==> config.mk <==
export PLATFORM = sky130hd
export DESIGN_NAME = mmie_divider
export DESIGN_NICKNAME = d
export VERILOG_FILES = /design/src/rtl/mmie_divider.sv
export SDC_FILE = /design/constraint.sdc
export NUM_CORES = 1
export LEC_CHECK = 0
export BUFFER_PORTS_ARGS = -buffer_cell sky130_fd_sc_hd__buf_2
export CORE_MARGIN = 2
export CORE_UTILIZATION = 56
export CTS_CLUSTER_SIZE = 12
export DETAILED_ROUTE_END_ITERATION = 10
export PLACE_DENSITY_LB_ADDON = 0.05
export RECOVER_POWER = 50
export SKIP_LAST_GASP = 1
export SYNTH_ARGS = -nofsm -noshare
export SYNTH_HDL_FRONTEND = slang
export SYNTH_SLANG_ARGS = --single-unit
export TNS_END_PERCENT = 20
==> constraint.sdc <==
create_clock -name clock -period 3 [get_ports clock]
set_input_delay 0.15 -clock clock [delete_from_list [all_inputs] [get_ports clock]]
set_output_delay 0.15 -clock clock [all_outputs]
set_load 0.01 [all_outputs]
==> src/rtl/mmie_divider.sv <==
`timescale 1ns / 1ps
module mmie_divider (
   input  logic        clock,
   input  logic        reset,
   input  logic        start,
   input  logic [15:0] dividend,
   input  logic [15:0] divisor,
   output logic        busy,
   output logic [15:0] quotient
);
   logic [15:0] quo_ff, quo_in;
   logic [16:0] rem_ff, rem_in;
   logic [15:0] dvs_ff, dvs_in;
   logic [4:0]  cnt_ff, cnt_in;
   logic        busy_ff, busy_in;
   logic [16:0] trial;

   // one quotient bit a cycle, restoring
   always_comb begin
      quo_in  = quo_ff;
      rem_in  = rem_ff;
      dvs_in  = dvs_ff;
      cnt_in  = cnt_ff;
      busy_in = busy_ff;
      trial   = {rem_ff[15:0], quo_ff[15]} - {1'b0, dvs_ff};
      if (start) begin
         quo_in  = dividend;
         rem_in  = 17'd0;
         dvs_in  = divisor;
         cnt_in  = 5'd16;
         busy_in = 1'b1;
      end else if (busy_ff) begin
         if (!trial[16]) begin
            rem_in = trial;
            quo_in = {quo_ff[14:0], 1'b1};
         end else begin
            rem_in = {rem_ff[15:0], quo_ff[15]};
            quo_in = {quo_ff[14:0], 1'b0};
         end
         cnt_in = cnt_ff - 5'd1;
         if (cnt_ff == 5'd1) busy_in = 1'b0;
      end
   end

   always_ff @(posedge clock) begin
      quo_ff <= quo_in;
      rem_ff <= rem_in;
      dvs_ff <= dvs_in;
      if (reset) begin
         cnt_ff  <= 5'd0;
         busy_ff <= 1'b0;
      end else begin
         cnt_ff  <= cnt_in;
         busy_ff <= busy_in;
      end
   end

   assign busy     = busy_ff;
   assign quotient = quo_ff;
endmodule

==> run_results.csv <==
group,metric,value,unit
synth,yosys.area.top_type,"edfxtp_1",
routing,num_vias,2199,
clocking,cts.sinks,54,
routing,first_pass_iters,4,
clocking,post_cts_buffers,0,
sta,max-slew-margin-rel,-0.342,
sta,fin_setup_tns,0,ns
sta,worst-slew-pin-transition,2.01,ns
placement,gp_congestion,0.853,
global_routing,grt_first_pass_wirelength,9.80,mm
placement,dp.cells,395,
sta,slew_viol_final,42,
finish,antenna_cells,0,
sta,holdWs,0.0120,ns
synth,yosysUniqueCellTypes,44,
clocking,clkLatencyLatePin,0.31,ns
synth,seq_area_frac_synth,0.465,
finish,nFillCells,449,
synth,synth_ff_type,"edfxtp_1",
sta,setup_viol,0,
clocking,clockBufferDepth,2,
routing,wl_per_cell,14.4,um
worst_setup_path,worst_ep_arrival_time,2.75,ns
clocking,cts_tree,"built",
clocking,clk_pin_slew_worst_paths,0.10,ns
power,total_power,1.66,mW
sta,max_freq,0.379,GHz
sta,period_needed,2.64,ns
power,leakagePower,1.41,nW
global_routing,grtUsageTotal,0.206,
synth,syn_nets,335,
die,io_pins,52,
flow_run,cap_violations,1,
global_routing,antenna_found_initial,0,
worst_setup_path,end_kind,"flop",
finish,final_net_count,391,
synth,synth_top_area_frac,0.319,
synth,async_flop_share,0,
synth,syn_avg_cell_area,10.7,um2
synth,ys_ff_latch,54,
routing,via_per_inst,5.39,
global_routing,grt_overflow,0,
status,outcome,"finished, violations left",
global_routing,first_global_vias,2171,
global_routing,grt_max_degree,42,
die,start_util,0.587,
die,fp.coreArea,5140,um2
clocking,root_buffer,"clkbuf_8",
synth,ys.warnings.count,0,
placement,dp_hpwl,4.33,mm
clocking,cts_max_level,2,
sta,post-route-period-util,0.880,
die,die_y,77.4,um
die,num_rows,26,
synth,netlist_area,3020,um2
status,violations,"capacitance limit, slew limit",
worst_setup_path,crit_required,3.11,ns
sta,hold_viol_final,0,
die,die-area,5990,um2
finish,drive_gt1_frac,0.198,
power,powerDensity,485,nW/um2
power,ir_drop,0.000221,V
routing,remaining_drc_errors,0,
hold_path,min_path_type,"input pin to flop",
routing,drt_iter0_markers,116,
clocking,cts_buffers,5,
routing,finalWirelength,5.89,mm
sta,grt_setup_unrepaired,"no",
routing,antenna_left,0,
placement,port_buffers,51,
synth,synthCells,281,
worst_setup_path,start_kind,"flop",
synth,synth_top_cells_by_area,"edfxtp_1 (32%), dfxtp_1 (15%), ha_1 (7.5%)",
finish,area_growth,13.5,%
die,dieWidth,77.4,um
synth,synth-edff-count,32,
worst_setup_path,crit_type,"flop to flop",
finish,stdcell_count,408,
worst_setup_path,path_max_fanout,15,
sta,fin_skew,0.00577,ns
[final cells by class]
cell class,count,area (um2),share of cell area
Inverter,23,86.3,0.0252
Sequential cell,54,1400,0.409
Clock inverter,2,12.5,0.00365
Timing Repair Buffer,59,303,0.0885
Multi-Input combinational cell,194,1460,0.427
Tap cell,70,87.6,0.0256
Clock buffer,6,72.6,0.0212
[routing by layer]
metal  part of all wire  track usage  vias up
li1                   -            -     1125
met3              0.043       0.0453       10
met4              0.015       0.0696        0
met1               0.45        0.264     1017
met2               0.50        0.346       47
met5                  0            0        -
[what timing repair did]
action                                 in CTS  in global routing
endpoints found under the hold margin       0                  5
gates resized for setup                     0                  0
setup endpoints to repair                   0                  0
hold buffers                                0                  5
[layout by cell type (no fill, tap or decap), drive strengths merged, types with 3 or more instances in the layout]
master / n
mux2i: 11
a21o: 5
clkbuf: 24
nand3: 3
buf: 36
nand2: 23
o31ai: 3
dfxtp: 22
mux2: 16
xnor2: 7
xor2: 9
inv: 24
dlygate4sd3: 5
o21a: 3
edfxtp: 32
nor2: 18
ha: 18
nor3: 6
nand2b: 5
a211oi: 7
o21ai: 14
nor2b: 4
a21oi: 16
o211ai: 5
[cell families after synthesis]
group                      synth area share
muxes                                0.0975
AOI/OAI and AO/OA                     0.145
and+or+nand+nor                       0.114
adders and majority gates            0.0813
DFF                                   0.465
buffers and inverters                0.0514
xor gates and xnor gates             0.0465
[state kept, by name, indices dropped and copies added, names as in the netlist]
name      flops
dvs_ff       16
quotient     16
rem_ff       16
cnt_ff        5
busy          1
[cells in the mapped netlist (2+ instances only)]
library cell and count:
nor2b_1 3, o21ai_1 4, nand3b_1 2, nand2b_1 5
nand2_1 22, buf_1 5, ha_1 18, a311oi_2 2
mux2i_1 11, a22o_1 2, xnor2_1 7, clkbuf_1 2
a21o_1 5, o21ai_0 10, edfxtp_1 32, nand4_1 2
nor2_1 18, nor3_1 6, and2_4 2, xor2_1 9
inv_1 23, dfxtp_1 22, a32oi_1 2, nand3_1 3
o21a_1 3, o2111ai_1 2, o211ai_1 5, mux2_2 15
o31ai_1 3, a21oi_1 16, buf_6 2, a211oi_1 6
[power by group]
group | switching (mW) | total [mW] | internal (mW)
sequential | 0.0316 | 0.883 | 0.851
combinational | 0.203 | 0.365 | 0.162
clock | 0.245 | 0.411 | 0.166
[per-stage QoR]
stage	area [um2]	setup WS [ns]	utilization
2_1_floorplan	3020	0.458	-
3_3_place_gp	3310	0.525	0.645
3_5_place_dp	3310	0.464	0.645
4_1_cts	3400	0.423	0.661
5_1_grt	3420	0.175	0.666
6_report	3420	0.359	0.666
[critical path, cell delays in order (launching register included)]
cell and delay [ns]:
edfxtp_1 0.35, inv_1 0.06, ha_1 0.21, fa_1 0.40, nand2b_1 0.18, a21oi_1 0.21, o211ai_1 0.18, mux2_4 0.36
nand2_8 0.15, mux2i_1 0.24, a211oi_2 0.09
[path summary, 6_finish.rpt]
| path | from | cells after the start | slack, ns | endpoint |
|---|---|---|---|---|
| worst max-delay path | quotient[15]$_DFFE_PP_ | 10 | 0.36 | rem_ff[9]$_SDFFE_PP0P_ |
| worst min-delay path | divisor[2] | 1 | 0.01 | dvs_ff[2]$_DFFE_PP_ |
| worst max register to register | quotient[15]$_DFFE_PP_ | 10 | 0.36 | rem_ff[9]$_SDFFE_PP0P_ |
| worst min register to register | rem_ff[4]$_SDFFE_PP0P_ | 2 | 0.48 | rem_ff[4]$_SDFFE_PP0P_ |
(Power assumes the default switching activity.)
