## src/rtl/mmie_pkg.sv

```systemverilog
`timescale 1ns / 1ps
package mmie_pkg;

   localparam int ADDR_BITS_DEFAULT = 16;

   typedef enum logic [4:0] {
      OP_NOP     = 5'd0,
      OP_ADD     = 5'd1,
      OP_ADD_W   = 5'd2,
      OP_SUB     = 5'd3,
      OP_SUB_W   = 5'd4,
      OP_MUL     = 5'd5,
      OP_MUL_W   = 5'd6,
      OP_DIV     = 5'd7,
      OP_DIV_W   = 5'd8,
      OP_NOT     = 5'd9,
      OP_LSHIFT  = 5'd10,
      OP_RSHIFT  = 5'd11,
      OP_AND     = 5'd12,
      OP_OR      = 5'd13,
      OP_XOR     = 5'd14,
      OP_JUMP_V  = 5'd15,
      OP_JUMP    = 5'd16,
      OP_CJUMP   = 5'd17,
      OP_CJUMP_W = 5'd18,
      OP_CMP     = 5'd19,
      OP_CMP_W   = 5'd20,
      OP_SET_V   = 5'd21,
      OP_SET_VW  = 5'd22,
      OP_COPY    = 5'd23,
      OP_COPY_W  = 5'd24,
      OP_GET     = 5'd25,
      OP_GET_W   = 5'd26,
      OP_SET     = 5'd27,
      OP_SET_W   = 5'd28
   } opcode_type;

   // alu operation selected by the sequencer
   typedef enum logic [3:0] {
      ALU_ADD, ALU_SUB, ALU_MUL, ALU_NOT, ALU_SHL, ALU_SHR,
      ALU_AND, ALU_OR, ALU_XOR, ALU_PASS_A
   } alu_op_type;

   typedef enum logic [4:0] {
      ST_CLEAR, ST_IDLE,
      ST_RD_A0, ST_RD_A1, ST_RD_B0, ST_RD_B1,
      ST_RD_P0, ST_RD_P1, ST_RD_D0, ST_RD_D1,
      ST_EXEC, ST_DIV, ST_WR0, ST_WR1, ST_DONE
   } state_type;

   localparam logic [7:0] CMP_TRUE = 8'h01;
   localparam logic [7:0] CMP_ZERO = 8'h00;

   function automatic logic is_wide(input logic [4:0] op);
      case (op)
         OP_ADD_W, OP_SUB_W, OP_MUL_W, OP_DIV_W, OP_JUMP, OP_CJUMP_W,
         OP_CMP_W, OP_SET_VW, OP_COPY_W, OP_GET_W, OP_SET_W: return 1'b1;
         default: return 1'b0;
      endcase
   endfunction

   function automatic logic reads_b(input logic [4:0] op);
      case (op)
         OP_ADD, OP_ADD_W, OP_SUB, OP_SUB_W, OP_MUL, OP_MUL_W, OP_DIV, OP_DIV_W,
         OP_LSHIFT, OP_RSHIFT, OP_AND, OP_OR, OP_XOR, OP_CJUMP, OP_CJUMP_W,
         OP_CMP, OP_CMP_W: return 1'b1;
         default: return 1'b0;
      endcase
   endfunction

   function automatic logic reads_a(input logic [4:0] op);
      case (op)
         OP_NOP, OP_JUMP_V, OP_SET_V, OP_SET_VW: return 1'b0;
         default: return (op <= OP_SET_W);
      endcase
   endfunction

endpackage

```

## src/rtl/mmie_alu.sv

```systemverilog
`timescale 1ns / 1ps
module mmie_alu (
   input  mmie_pkg::alu_op_type alu_op,
   input  logic [15:0]          opnd_a,
   input  logic [15:0]          opnd_b,
   output logic [15:0]          result,
   output logic                 a_gt_b,
   output logic                 a_eq_b
);
   import mmie_pkg::*;

   logic [31:0] product;

   assign product = 32'(opnd_a) * 32'(opnd_b);
   assign a_gt_b  = opnd_a > opnd_b;
   assign a_eq_b  = opnd_a == opnd_b;

   always_comb begin
      result = 16'h0000;
      case (alu_op)
         ALU_ADD:    result = opnd_a + opnd_b;
         ALU_SUB:    result = opnd_a - opnd_b;
         ALU_MUL:    result = product[15:0];
         ALU_NOT:    result = {8'h00, ~opnd_a[7:0]};
         ALU_SHL:    result = (opnd_b[7:3] != 5'd0) ? 16'h0000
                              : {8'h00, opnd_a[7:0] << opnd_b[2:0]};
         ALU_SHR:    result = (opnd_b[7:3] != 5'd0) ? 16'h0000
                              : {8'h00, opnd_a[7:0] >> opnd_b[2:0]};
         ALU_AND:    result = opnd_a & opnd_b;
         ALU_OR:     result = opnd_a | opnd_b;
         ALU_XOR:    result = opnd_a ^ opnd_b;
         ALU_PASS_A: result = opnd_a;
         default:    result = 16'h0000;
      endcase
   end
endmodule

```

## config.mk

```make
export PLATFORM = sky130hd
export DESIGN_NAME = mmie_alu
export DESIGN_NICKNAME = d
export VERILOG_FILES = /design/src/rtl/mmie_pkg.sv /design/src/rtl/mmie_alu.sv
export SDC_FILE = /design/constraint.sdc
export NUM_CORES = 1
export LEC_CHECK = 0
export BUFFER_PORTS_ARGS = -buffer_cell sky130_fd_sc_hd__buf_2
export CAP_MARGIN = 20
export CORE_ASPECT_RATIO = 0.8
export CORE_UTILIZATION = 61
export DETAILED_ROUTE_END_ITERATION = 12
export PLACE_DENSITY = 0.81
export SLEW_MARGIN = 30
export SYNTH_ARGS = -nofsm -noshare
export SYNTH_HDL_FRONTEND = slang
export SYNTH_SLANG_ARGS = --single-unit
```

## constraint.sdc

```tcl
create_clock -name vclk -period 12.6
set_input_delay 0.63 -clock vclk [all_inputs]
set_output_delay 0.63 -clock vclk [all_outputs]
set_load 0.1 [all_outputs]
```

==> reports/summary.md, run 1 <==
• maximum number of pins on one net before global-route repair: 25
• Starting Density: 0.6248
• fill cell instance count of the final layout: 990
• fraction of the mapped netlist area in adder cells: 0.4239
• total setup violations reported at the end of the flow: 0
• dominant combinational cell family by area after synthesis: adder cells
• Hold Buf Count CTS: 0
• number of clock buffer instances in the layout: 0
• gr ovfl total: 0
• CP arrival: 7.06 ns
• net count after synthesis: 1,115
• top cell type's share of synthesized area: 0.2392
• worst slew slack as a fraction of its limit: 0.3038
• post-synthesis sequential area ratio: 0
• outcome: complete, no violations
• area added between synthesis and finish: 4.615%
• xor-xnor portion of the synthesized cell area: 0.05483
• # Post-CTS Setup Buffers: 0
• global routing usage summed across all routing layers: 0.3799
• wire length of the first global-routing pass: 33.52 mm
• final setup TNS: 0 ns
• Via-to-Cell Ratio: 6.424
• vias in the first global route: 6,315
• final period utilization: 0.6100
• cell type of the slowest stage on the worst timing path: sky130_fd_sc_hd__clkinv_1
• antenna violations before repair: 0
• leakage power: 0.003499 uW
• average instance area after synthesis: 7.548 um^2
• sort of element at the start of the critical path: primary input
• # IOs: 54
• RSZ-0062 raised after global routing: false
• number of synthesis warnings: 0
• peak ir drop on the vdd network: 0.0001530 V
• Post-Layout Cell Count: 1,057
• final period demand of the worst path: 7.686 ns
• compound-cell area share of the yosys netlist: 0.1972
• Post-Syn Instances: 898
• Die Span X: 119.9 um
• Crit Path Category: primary input to primary output
• Wirelength per Cell: 20.37 um
• area of the placeable core: 0.01085 mm^2
• total of buffers placed on input and output ports: 54
• Max Freq: 0.1301 GHz
• Slew Viols, Final: 0
• Worst Setup End Kind: primary output
• Top cell by count, worst path: sky130_fd_sc_hd__fa_1
• WP data required: 11.97 ns
• cell types occupying the most area after synthesis: sky130_fd_sc_hd__fa_1, sky130_fd_sc_hd__ha_1, sky130_fd_sc_hd__inv_1
• end point of the most critical hold path: a_gt_b
• count of final hold-check violations: 0
• max-cap violation count: 0
• gp weighted congestion: 1.056
• total power per unit cell area: 169.8 mW/mm^2
• post-detailed-route count of antenna-violating nets: 0
• final-stage net count: 1,132
• Synth cell types: 64
• aggregate routed wire length: 21.53 mm
• number of remaining DRC errors: 0
• area occupied by multi-input gates: 0.006006 mm^2
• class of the tightest hold or removal check: primary input to primary output
• CTS-repair resized insts: 0
• share of final-layout standard cells stronger than drive strength 1: 0.09091
• area used by sequential logic in the layout: 0 um^2
• fraction of synthesized area in multiplexers: 0.03138
• cells along the critical path: buf_2 > clkinv_1 > nor2_1 > fa_1 > fa_1 > ha_1 > fa_1 > inv_1 > fa_1 > fa_1 > inv_1 > ha_1 > or3_1 > o21ai_0 > a211oi_1 > o211ai_1 > nand3_1 > nor3b_1 > or4_1 > buf_2
• cell count of the worst hold path: 5
• DP Wirelength: 16.73 mm
• Antenna Cells: 0
• transition time of the tightest slew-check pin: 1.039 ns
• Netlist Area Pre-Place: 0.006778 mm^2
• Max stage delay on crit path: 0.59 ns
• placed cells: 1,057
• maximum net fanout on the critical path: 16
• Detailed Routing Iterations Pass 1: 5
• Chip Height: 96.28 um
• startpoint of the lowest-slack hold path: opnd_a[15]
• Iter 0 DRT Violations: 651
• die outline area: 0.01154 mm^2
• Synth Area in Simple Gates: 0.1748
• total number of vias: 6,790
• Seq Cell Count: 0
• library cell occupying the most area in the post-synthesis netlist: sky130_fd_sc_hd__fa_1
• number of cell rows: 34
[synthesized netlist by cell type, drive strengths merged, types with 2 or more instances]
master	number
xor2	11
xnor2	28
nand3	10
nor2	99
o41ai	2
a22oi	6
a21o	7
or3	6
a211o	4
nor3	22
and4	2
nor2b	4
o21a	6
ha	100
nor3b	4
mux4	9
a211oi	6
nand2b	9
buf	14
a221o	9
o31ai	2
clkinv	6
o211ai	10
o21bai	7
o221a	2
a21oi	41
o21ai	40
fa	81
nand2	101
inv	155
a221oi	19
and2	2
o22ai	5
or4	4
a2111oi	2
or2	3
clkbuf	29
o2111ai	4
o221ai	6
a31oi	6
[power breakdown]
part / switching [uW] / internal [uW] / leakage [uW]
registers: 0 / 0 / 0
clock network: 0 / 0 / 0
logic: 763 / 440 / 0.00350
[metrics by stage]
stage / setup WS [ns] / power [uW] / cell area (um^2) / hold slack [ns] / util
floorplan: 5.108 / 859.1 / 6778 / 2.000 / -
global placement: 5.185 / 1128 / 7084 / 1.959 / 0.6531
detailed placement: 5.066 / 1164 / 7084 / 1.969 / 0.6531
CTS: 5.061 / 1171 / 7084 / 1.971 / 0.6531
global route: 4.683 / 1316 / 7091 / 2.021 / 0.6536
finish: 4.914 / 1204 / 7091 / 1.973 / 0.6536
[how the worst max path moves through the flow]
stage	from	slack, ns	end
final	opnd_a[1]	4.91	result[15]
after global routing	opnd_a[1]	4.68	result[15]
after CTS	opnd_b[1]	5.06	result[15]
after detailed placement	opnd_b[1]	5.07	result[15]
after global placement	opnd_b[1]	5.18	result[15]
after floorplan	opnd_b[2]	5.11	result[11]
[per-layer routing]
| layer | vias up | global-route usage | part of all wire |
|---|---|---|---|
| met4 | 2 | 0.1323 | 0.041 |
| met1 | 3177 | 0.5127 | 0.40 |
| met5 | - | 0.03571 | 0.0023 |
| met2 | 491 | 0.5694 | 0.41 |
| met3 | 82 | 0.1203 | 0.15 |
| li1 | 3038 | - | - |
[critical path: cells and delay by family]
| family | cells | cell delay, ns |
|---|---|---|
| AND/OR/NAND/NOR | 5 | 1.50 |
| AO/OA/AOI/OAI | 3 | 0.66 |
| buffers and inverters | 5 | 1.36 |
| adder cells (fa/ha/maj) | 7 | 2.88 |
[logic make-up (layout without fill, tap and decap cells)]
logic type | after synthesis | after routing
compound gates | 191 | 191
xor+xnor | 40 | 40
fa+ha+maj | 181 | 181
buf+inv | 204 | 219
mux | 10 | 10
simple gates | 272 | 272
[final cells by class]
| type | count | share of cell area |
|---|---|---|
| inverter | 161 | 0.08523 |
| multi-input combinational | 694 | 0.8470 |
| tap | 144 | 0.02541 |
| timing repair buffer | 58 | 0.04235 |
[cells in the final DEF (no fill, tap or decap), types with 5 or more instances in the layout]
cell type	instances
sky130_fd_sc_hd__inv_1	155
sky130_fd_sc_hd__nand2_1	100
sky130_fd_sc_hd__ha_1	100
sky130_fd_sc_hd__nor2_1	99
sky130_fd_sc_hd__fa_1	81
sky130_fd_sc_hd__buf_2	54
sky130_fd_sc_hd__a21oi_1	41
sky130_fd_sc_hd__o21ai_0	31
sky130_fd_sc_hd__xnor2_1	27
sky130_fd_sc_hd__nor3_1	19
sky130_fd_sc_hd__a221oi_1	19
sky130_fd_sc_hd__xor2_1	11
sky130_fd_sc_hd__nand3_1	10
sky130_fd_sc_hd__o211ai_1	10
sky130_fd_sc_hd__nand2b_1	9
sky130_fd_sc_hd__o21ai_1	9
sky130_fd_sc_hd__mux4_2	9
sky130_fd_sc_hd__a221o_1	8
sky130_fd_sc_hd__o21bai_1	7
sky130_fd_sc_hd__a21o_1	7
sky130_fd_sc_hd__clkinv_1	6
sky130_fd_sc_hd__a31oi_1	6
sky130_fd_sc_hd__o21a_1	6
sky130_fd_sc_hd__or3_1	6
sky130_fd_sc_hd__o221ai_1	6
sky130_fd_sc_hd__a22oi_1	6
sky130_fd_sc_hd__a211oi_1	5
sky130_fd_sc_hd__o22ai_1	5
Note: power is estimated with default switching activity, not from simulation.
==> run 2: changes to the inputs <==
Clock period 12.6 ns to 7.2 ns, I/O delays scaled along.
==> reports/summary.md, run 2 (synthesized netlist as in run 1, its figures left out) <==
• worst slew slack as a fraction of its limit: 0.2960, -0.007814
• global routing usage summed across all routing layers: 0.3958, +0.01588
• final period demand of the worst path: 6.994 ns
• Die Span X: 119.9 um, unchanged
• final setup TNS: 0 ns, unchanged
• vias in the first global route: 6,378, +1.0%
• gp weighted congestion: 0.9992, -5.4%
• final-stage net count: 1,143, +0.97%
• share of final-layout standard cells stronger than drive strength 1: 0.1017, +0.01082
• area occupied by multi-input gates: 0.006000 mm^2, -0.10%
• count of cell instances traversed by the critical path: 22, +10%
• total power per unit cell area: 291.8 mW/mm^2, +72%
• total power after layout: 2091 uW, +74%
• placed cells: 1,068, +1.0%
• total setup violations reported at the end of the flow: 0, unchanged
• final period utilization: 0.9714
• number of cell rows: 34, unchanged
• Wirelength per Cell: 20.94 um, +2.8%
• Worst Setup End Kind: primary output
• DP Wirelength: 18.00 mm, +7.5%
• aggregate routed wire length: 22.37 mm, +3.9%
• leakage power: 0.003549 uW, +1.4%
• Crit Path Category: primary input to primary output
• die outline area: 0.01154 mm^2, unchanged
• total of buffers placed on input and output ports: 54, unchanged
• maximum number of pins on one net before global-route repair: 22, -12%
• peak ir drop on the vdd network: 0.0002559 V, +67%
• most common cell after layout, fill and taps aside: sky130_fd_sc_hd__inv_1
• Via-to-Cell Ratio: 6.352, -1.1%
• Seq Cell Count: 0, unchanged
• Max stage delay on crit path: 0.61 ns, +0.02 ns
• area of the placeable core: 0.01085 mm^2, unchanged
• internal power summed over all cells: 772.1 uW, +75%
• class of the tightest hold or removal check: primary input to primary output
• Iter 0 DRT Violations: 786, +21%
• RSZ-0062 raised after global routing: false
• Top cell by count, worst path: sky130_fd_sc_hd__fa_1
• Hold Buf Count CTS: 0, unchanged
• Detailed Routing Iterations Pass 1: 6, +1
• post-detailed-route count of antenna-violating nets: 0, unchanged
• critical path buffer and inverter count: 7, +2
• cell count of the worst hold path: 5, unchanged
• # Post-CTS Setup Buffers: 0, unchanged
• area used by sequential logic in the layout: 0 um^2, unchanged
• antenna violations before repair: 0, unchanged
• Starting Density: 0.6248, unchanged
• Slew Viols, Final: 0, unchanged
• gr ovfl total: 0, unchanged
• transition time of the tightest slew-check pin: 1.050 ns, +0.01166 ns
• Switch Pwr: 1319 uW, +73%
• sequential power share: 0, unchanged
• maximum net fanout on the critical path: 10, -6
• critical path's top delay family: adder cells
• total number of vias: 6,784, -0.088%
• area added between synthesis and finish: 5.741%
• Max Freq: 0.1430 GHz
• fraction of power spent switching nets: 0.6308, -0.003261
• highest-count cells in the layout ignoring fill and taps: sky130_fd_sc_hd__inv_1, sky130_fd_sc_hd__nand2_1, sky130_fd_sc_hd__ha_1
• max-cap violation count: 0, unchanged
• sort of element at the start of the critical path: primary input
• Antenna Cells: 0, unchanged
• startpoint of the worst setup timing path: opnd_b[4]
• WP data required: 6.84 ns, -5.13 ns
• cell type of the slowest stage on the worst timing path: sky130_fd_sc_hd__a211oi_1
• Combinational Power Share: 1.000, about the same
• fill cell instance count of the final layout: 982, -0.81%
• startpoint of the lowest-slack hold path: opnd_a[15]
• outcome: complete, no violations
• number of remaining DRC errors: 0, unchanged
• Post-Layout Cell Count: 1,068, +1.0%
• cells along the critical path: buf_2 > clkinv_1 > nor2_1 > fa_1 > inv_1 > fa_1 > fa_1 > fa_1 > inv_1 > fa_1 > inv_1 > fa_1 > inv_1 > ha_1 > and2_1 > nand2_1 > a211oi_1 > o211ai_1 > a21oi_1 > nor3b_1 > or4_1 > buf_2
• CTS-repair resized insts: 0, unchanged
• Clk pwr share: 0, unchanged
• CP arrival: 6.63 ns, -0.43 ns
• Chip Height: 96.28 um, unchanged
• # IOs: 54, unchanged
• count of final hold-check violations: 0, unchanged
• wire length of the first global-routing pass: 34.62 mm, +3.3%
• number of clock buffer instances in the layout: 0, unchanged
## run 2: cell count changes in the layout (fill, tap and decap cells not counted)
cell / change
sky130_fd_sc_hd__buf_4: +11
sky130_fd_sc_hd__nor3_2: +1
sky130_fd_sc_hd__nor3_4: -1
## run 2: worst min-delay path, stage by stage
cell and delay (ns):
sky130_fd_sc_hd__buf_2 0.13, sky130_fd_sc_hd__ha_1 0.19, sky130_fd_sc_hd__inv_1 0.05, sky130_fd_sc_hd__a21oi_1 0.05, sky130_fd_sc_hd__buf_2 0.29
## run 2: power by group through the flow
| stage | sequential, uW | combinational (uW) | clock, uW |
|---|---|---|---|
| 4_1_cts | 0 | 2040 | 0 |
| 3_5_place_dp | 0 | 2030 | 0 |
| 2_1_floorplan | 0 | 1500 | 0 |
| 6_report | 0 | 2090 | 0 |
| 3_3_place_gp | 0 | 1970 | 0 |
| 5_1_grt | 0 | 2280 | 0 |
## run 2: final timing paths
kind                endpoint  slack (ns)
setup / recovery  result[15]        0.21
hold / removal        a_gt_b        1.43
## run 2: stage by stage
| stage | util | worst slack, ns | area, um^2 | hold WS, ns |
|---|---|---|---|---|
| floorplan | - | 0.2481 | 6778 | 1.460 |
| global placement | 0.6607 | 0.5588 | 7167 | 1.419 |
| detailed placement | 0.6607 | 0.3919 | 7167 | 1.430 |
| CTS | 0.6607 | 0.3751 | 7167 | 1.431 |
| global route | 0.6607 | 0.007947 | 7167 | 1.474 |
| finish | 0.6607 | 0.2060 | 7167 | 1.425 |
## run 2: cell type report
| type | instances | share of cell area |
|---|---|---|
| Inverter | 161 | 0.08432 |
| Multi-Input combinational cell | 694 | 0.8371 |
| Tap cell | 144 | 0.02514 |
| Timing Repair Buffer | 69 | 0.05342 |
## run 2: per-layer routing
metal  GRT usage  vias up  wire length (um)
li1            -     3050                 -
met1      0.5356     3196              9058
met2      0.6166      476              9453
met3      0.1060       62              3057
met4      0.1240        0               799
met5           0        -                 0
==> run 3: changes to the inputs <==
Settings changed: CORE_UTILIZATION 61 to 47, PLACE_DENSITY 0.81 to not set.
==> reports/summary.md, run 3 (synthesized netlist as in run 1, its figures left out) <==
• outcome: complete, no violations
• Worst Setup End Kind: primary output
• peak ir drop on the vdd network: 0.0004317 V, +69%
• Antenna Cells: 0, unchanged
• Switch Pwr: 1326 uW, +0.52%
• CTS-repair resized insts: 0, unchanged
• total power after layout: 2100 uW, +0.39%
• Crit Path Category: primary input to primary output
• Die Span X: 136.3 um, +14%
• cells along the critical path: buf_2 > clkinv_1 > nor2_1 > fa_1 > inv_1 > fa_1 > fa_1 > fa_1 > inv_1 > fa_1 > inv_1 > fa_1 > inv_1 > ha_1 > and2_1 > nand2_1 > a211oi_1 > o211ai_1 > nand3_1 > nor3b_1 > or4_1 > buf_2
• number of remaining DRC errors: 0, unchanged
• Starting Density: 0.4899, -0.1349
• DP Wirelength: 19.54 mm, +8.6%
• WP data required: 6.84 ns, about the same
• maximum number of pins on one net before global-route repair: 22, unchanged
• area of the placeable core: 0.01384 mm^2, +28%
• most common cell after layout, fill and taps aside: sky130_fd_sc_hd__inv_1
• Chip Height: 109.4 um, +14%
• Detailed Routing Iterations Pass 1: 6, unchanged
• number of clock buffer instances in the layout: 0, unchanged
• antenna violations before repair: 0, unchanged
• area used by sequential logic in the layout: 0 um^2, unchanged
• gr ovfl total: 0, unchanged
• max-cap violation count: 0, unchanged
• gp weighted congestion: 0.9955, -0.37%
• class of the tightest hold or removal check: primary input to primary output
• sequential power share: 0, unchanged
• final period demand of the worst path: 6.991 ns, -0.003302 ns
• Hold Buf Count CTS: 0, unchanged
• internal power summed over all cells: 773.4 uW, +0.17%
• number of cell rows: 38, +12%
• worst slew slack as a fraction of its limit: 0.3267, +0.03077
• fraction of power spent switching nets: 0.6316, +0.0008142
• cell type of the slowest stage on the worst timing path: sky130_fd_sc_hd__a211oi_1
• Max stage delay on crit path: 0.62 ns, about the same
• Combinational Power Share: 1.000, about the same
• Via-to-Cell Ratio: 6.149, -3.2%
• wire length of the first global-routing pass: 37.12 mm, +7.2%
• transition time of the tightest slew-check pin: 1.002 ns, -0.04815 ns
• sort of element at the start of the critical path: primary input
• final-stage net count: 1,146, +0.26%
• vias in the first global route: 6,649, +4.2%
• # IOs: 54, unchanged
• Max Freq: 0.1430 GHz, about the same
• final period utilization: 0.9709, about the same
• Iter 0 DRT Violations: 613, -22%
• total number of vias: 6,807, +0.34%
• Seq Cell Count: 0, unchanged
• RSZ-0062 raised after global routing: false
• startpoint of the worst setup timing path: opnd_b[5]
• # Post-CTS Setup Buffers: 0, unchanged
• global routing usage summed across all routing layers: 0.3310, -0.06487
• area added between synthesis and finish: 6.664%
• Clk pwr share: 0, unchanged
• total of buffers placed on input and output ports: 54, unchanged
• CP arrival: 6.63 ns, about the same
• Slew Viols, Final: 0, unchanged
• maximum net fanout on the critical path: 9, -1
• highest-count cells in the layout ignoring fill and taps: sky130_fd_sc_hd__inv_1, sky130_fd_sc_hd__nand2_1, sky130_fd_sc_hd__ha_1
• die outline area: 0.01491 mm^2, +29%
• aggregate routed wire length: 23.92 mm, +6.9%
• Critical path destination: result[15]
• count of final hold-check violations: 0, unchanged
• post-detailed-route count of antenna-violating nets: 0, unchanged
• final setup TNS: 0 ns, unchanged
• fill cell instance count of the final layout: 1,393, +42%
• share of final-layout standard cells stronger than drive strength 1: 0.1036, +0.001828
• total setup violations reported at the end of the flow: 0, unchanged
• Wirelength per Cell: 21.60 um, +3.2%
• total power per unit cell area: 290.4 mW/mm^2, -0.47%
• Top cell by count, worst path: sky130_fd_sc_hd__fa_1
• leakage power: 0.003563 uW, +0.39%
==> run 3: cell count changes in the layout (fill, tap and decap cells not counted), sizes merged <==
cell / previous run / this run
buf: 69 / 72
==> run 3: worst min path at each step <==
stage / start / to / slack, ns / cells after the start
after floorplan: opnd_a[10] / result[10] / 1.46 / 2
after global placement: opnd_b[15] / a_gt_b / 1.42 / 6
after detailed placement: opnd_b[15] / a_gt_b / 1.44 / 6
after CTS: opnd_b[15] / a_gt_b / 1.44 / 6
after global routing: opnd_a[15] / a_gt_b / 1.47 / 5
final: opnd_b[15] / a_gt_b / 1.44 / 6
==> run 3: stage by stage <==
stage               hold slack, ns    util  instance area, um^2  std cells  setup WS, ns
floorplan                    1.460       -                 6778        898        0.2481
global placement             1.417  0.5225                 7229       1107        0.5238
detailed placement           1.439  0.5225                 7229       1107        0.3732
CTS                          1.442  0.5225                 7229       1107        0.3341
global route                 1.470  0.5225                 7229       1107       0.06278
finish                       1.438  0.5225                 7229       1107        0.2093
==> run 3: cell type report <==
cell class,instances,area (um^2),share of cell area
inverters,161,604.3,0.08359
repair buffers,72,405.4,0.05607
well taps,180,225.2,0.03115
multi-input cells,694,5995,0.8292
==> run 3: critical path, delay by kind of cell <==
family / cells / cell delay, ns
adders and majority gates: 7 / 3.18
and+or+nand+nor: 6 / 1.13
AOI/OAI and AO/OA: 2 / 0.85
buffers and inverters: 7 / 1.12
==> run 3: power groups by stage <==
stage | registers, uW | logic, uW | clock network, uW
3_5_place_dp | 0 | 2060 | 0
2_1_floorplan | 0 | 1500 | 0
5_1_grt | 0 | 2320 | 0
6_report | 0 | 2100 | 0
4_1_cts | 0 | 2080 | 0
3_3_place_gp | 0 | 2030 | 0
==> run 3: routing by layer <==
layer / share of wire / vias up / wire length, um / track usage
met3: 0.12 / 65 / 2876 / 0.07377
met4: 0.043 / 0 / 1029 / 0.1183
met1: 0.42 / 3252 / 10130 / 0.4652
met2: 0.41 / 434 / 9881 / 0.4953
met5: 0 / - / 0 / 0
li1: - / 3056 / - / -
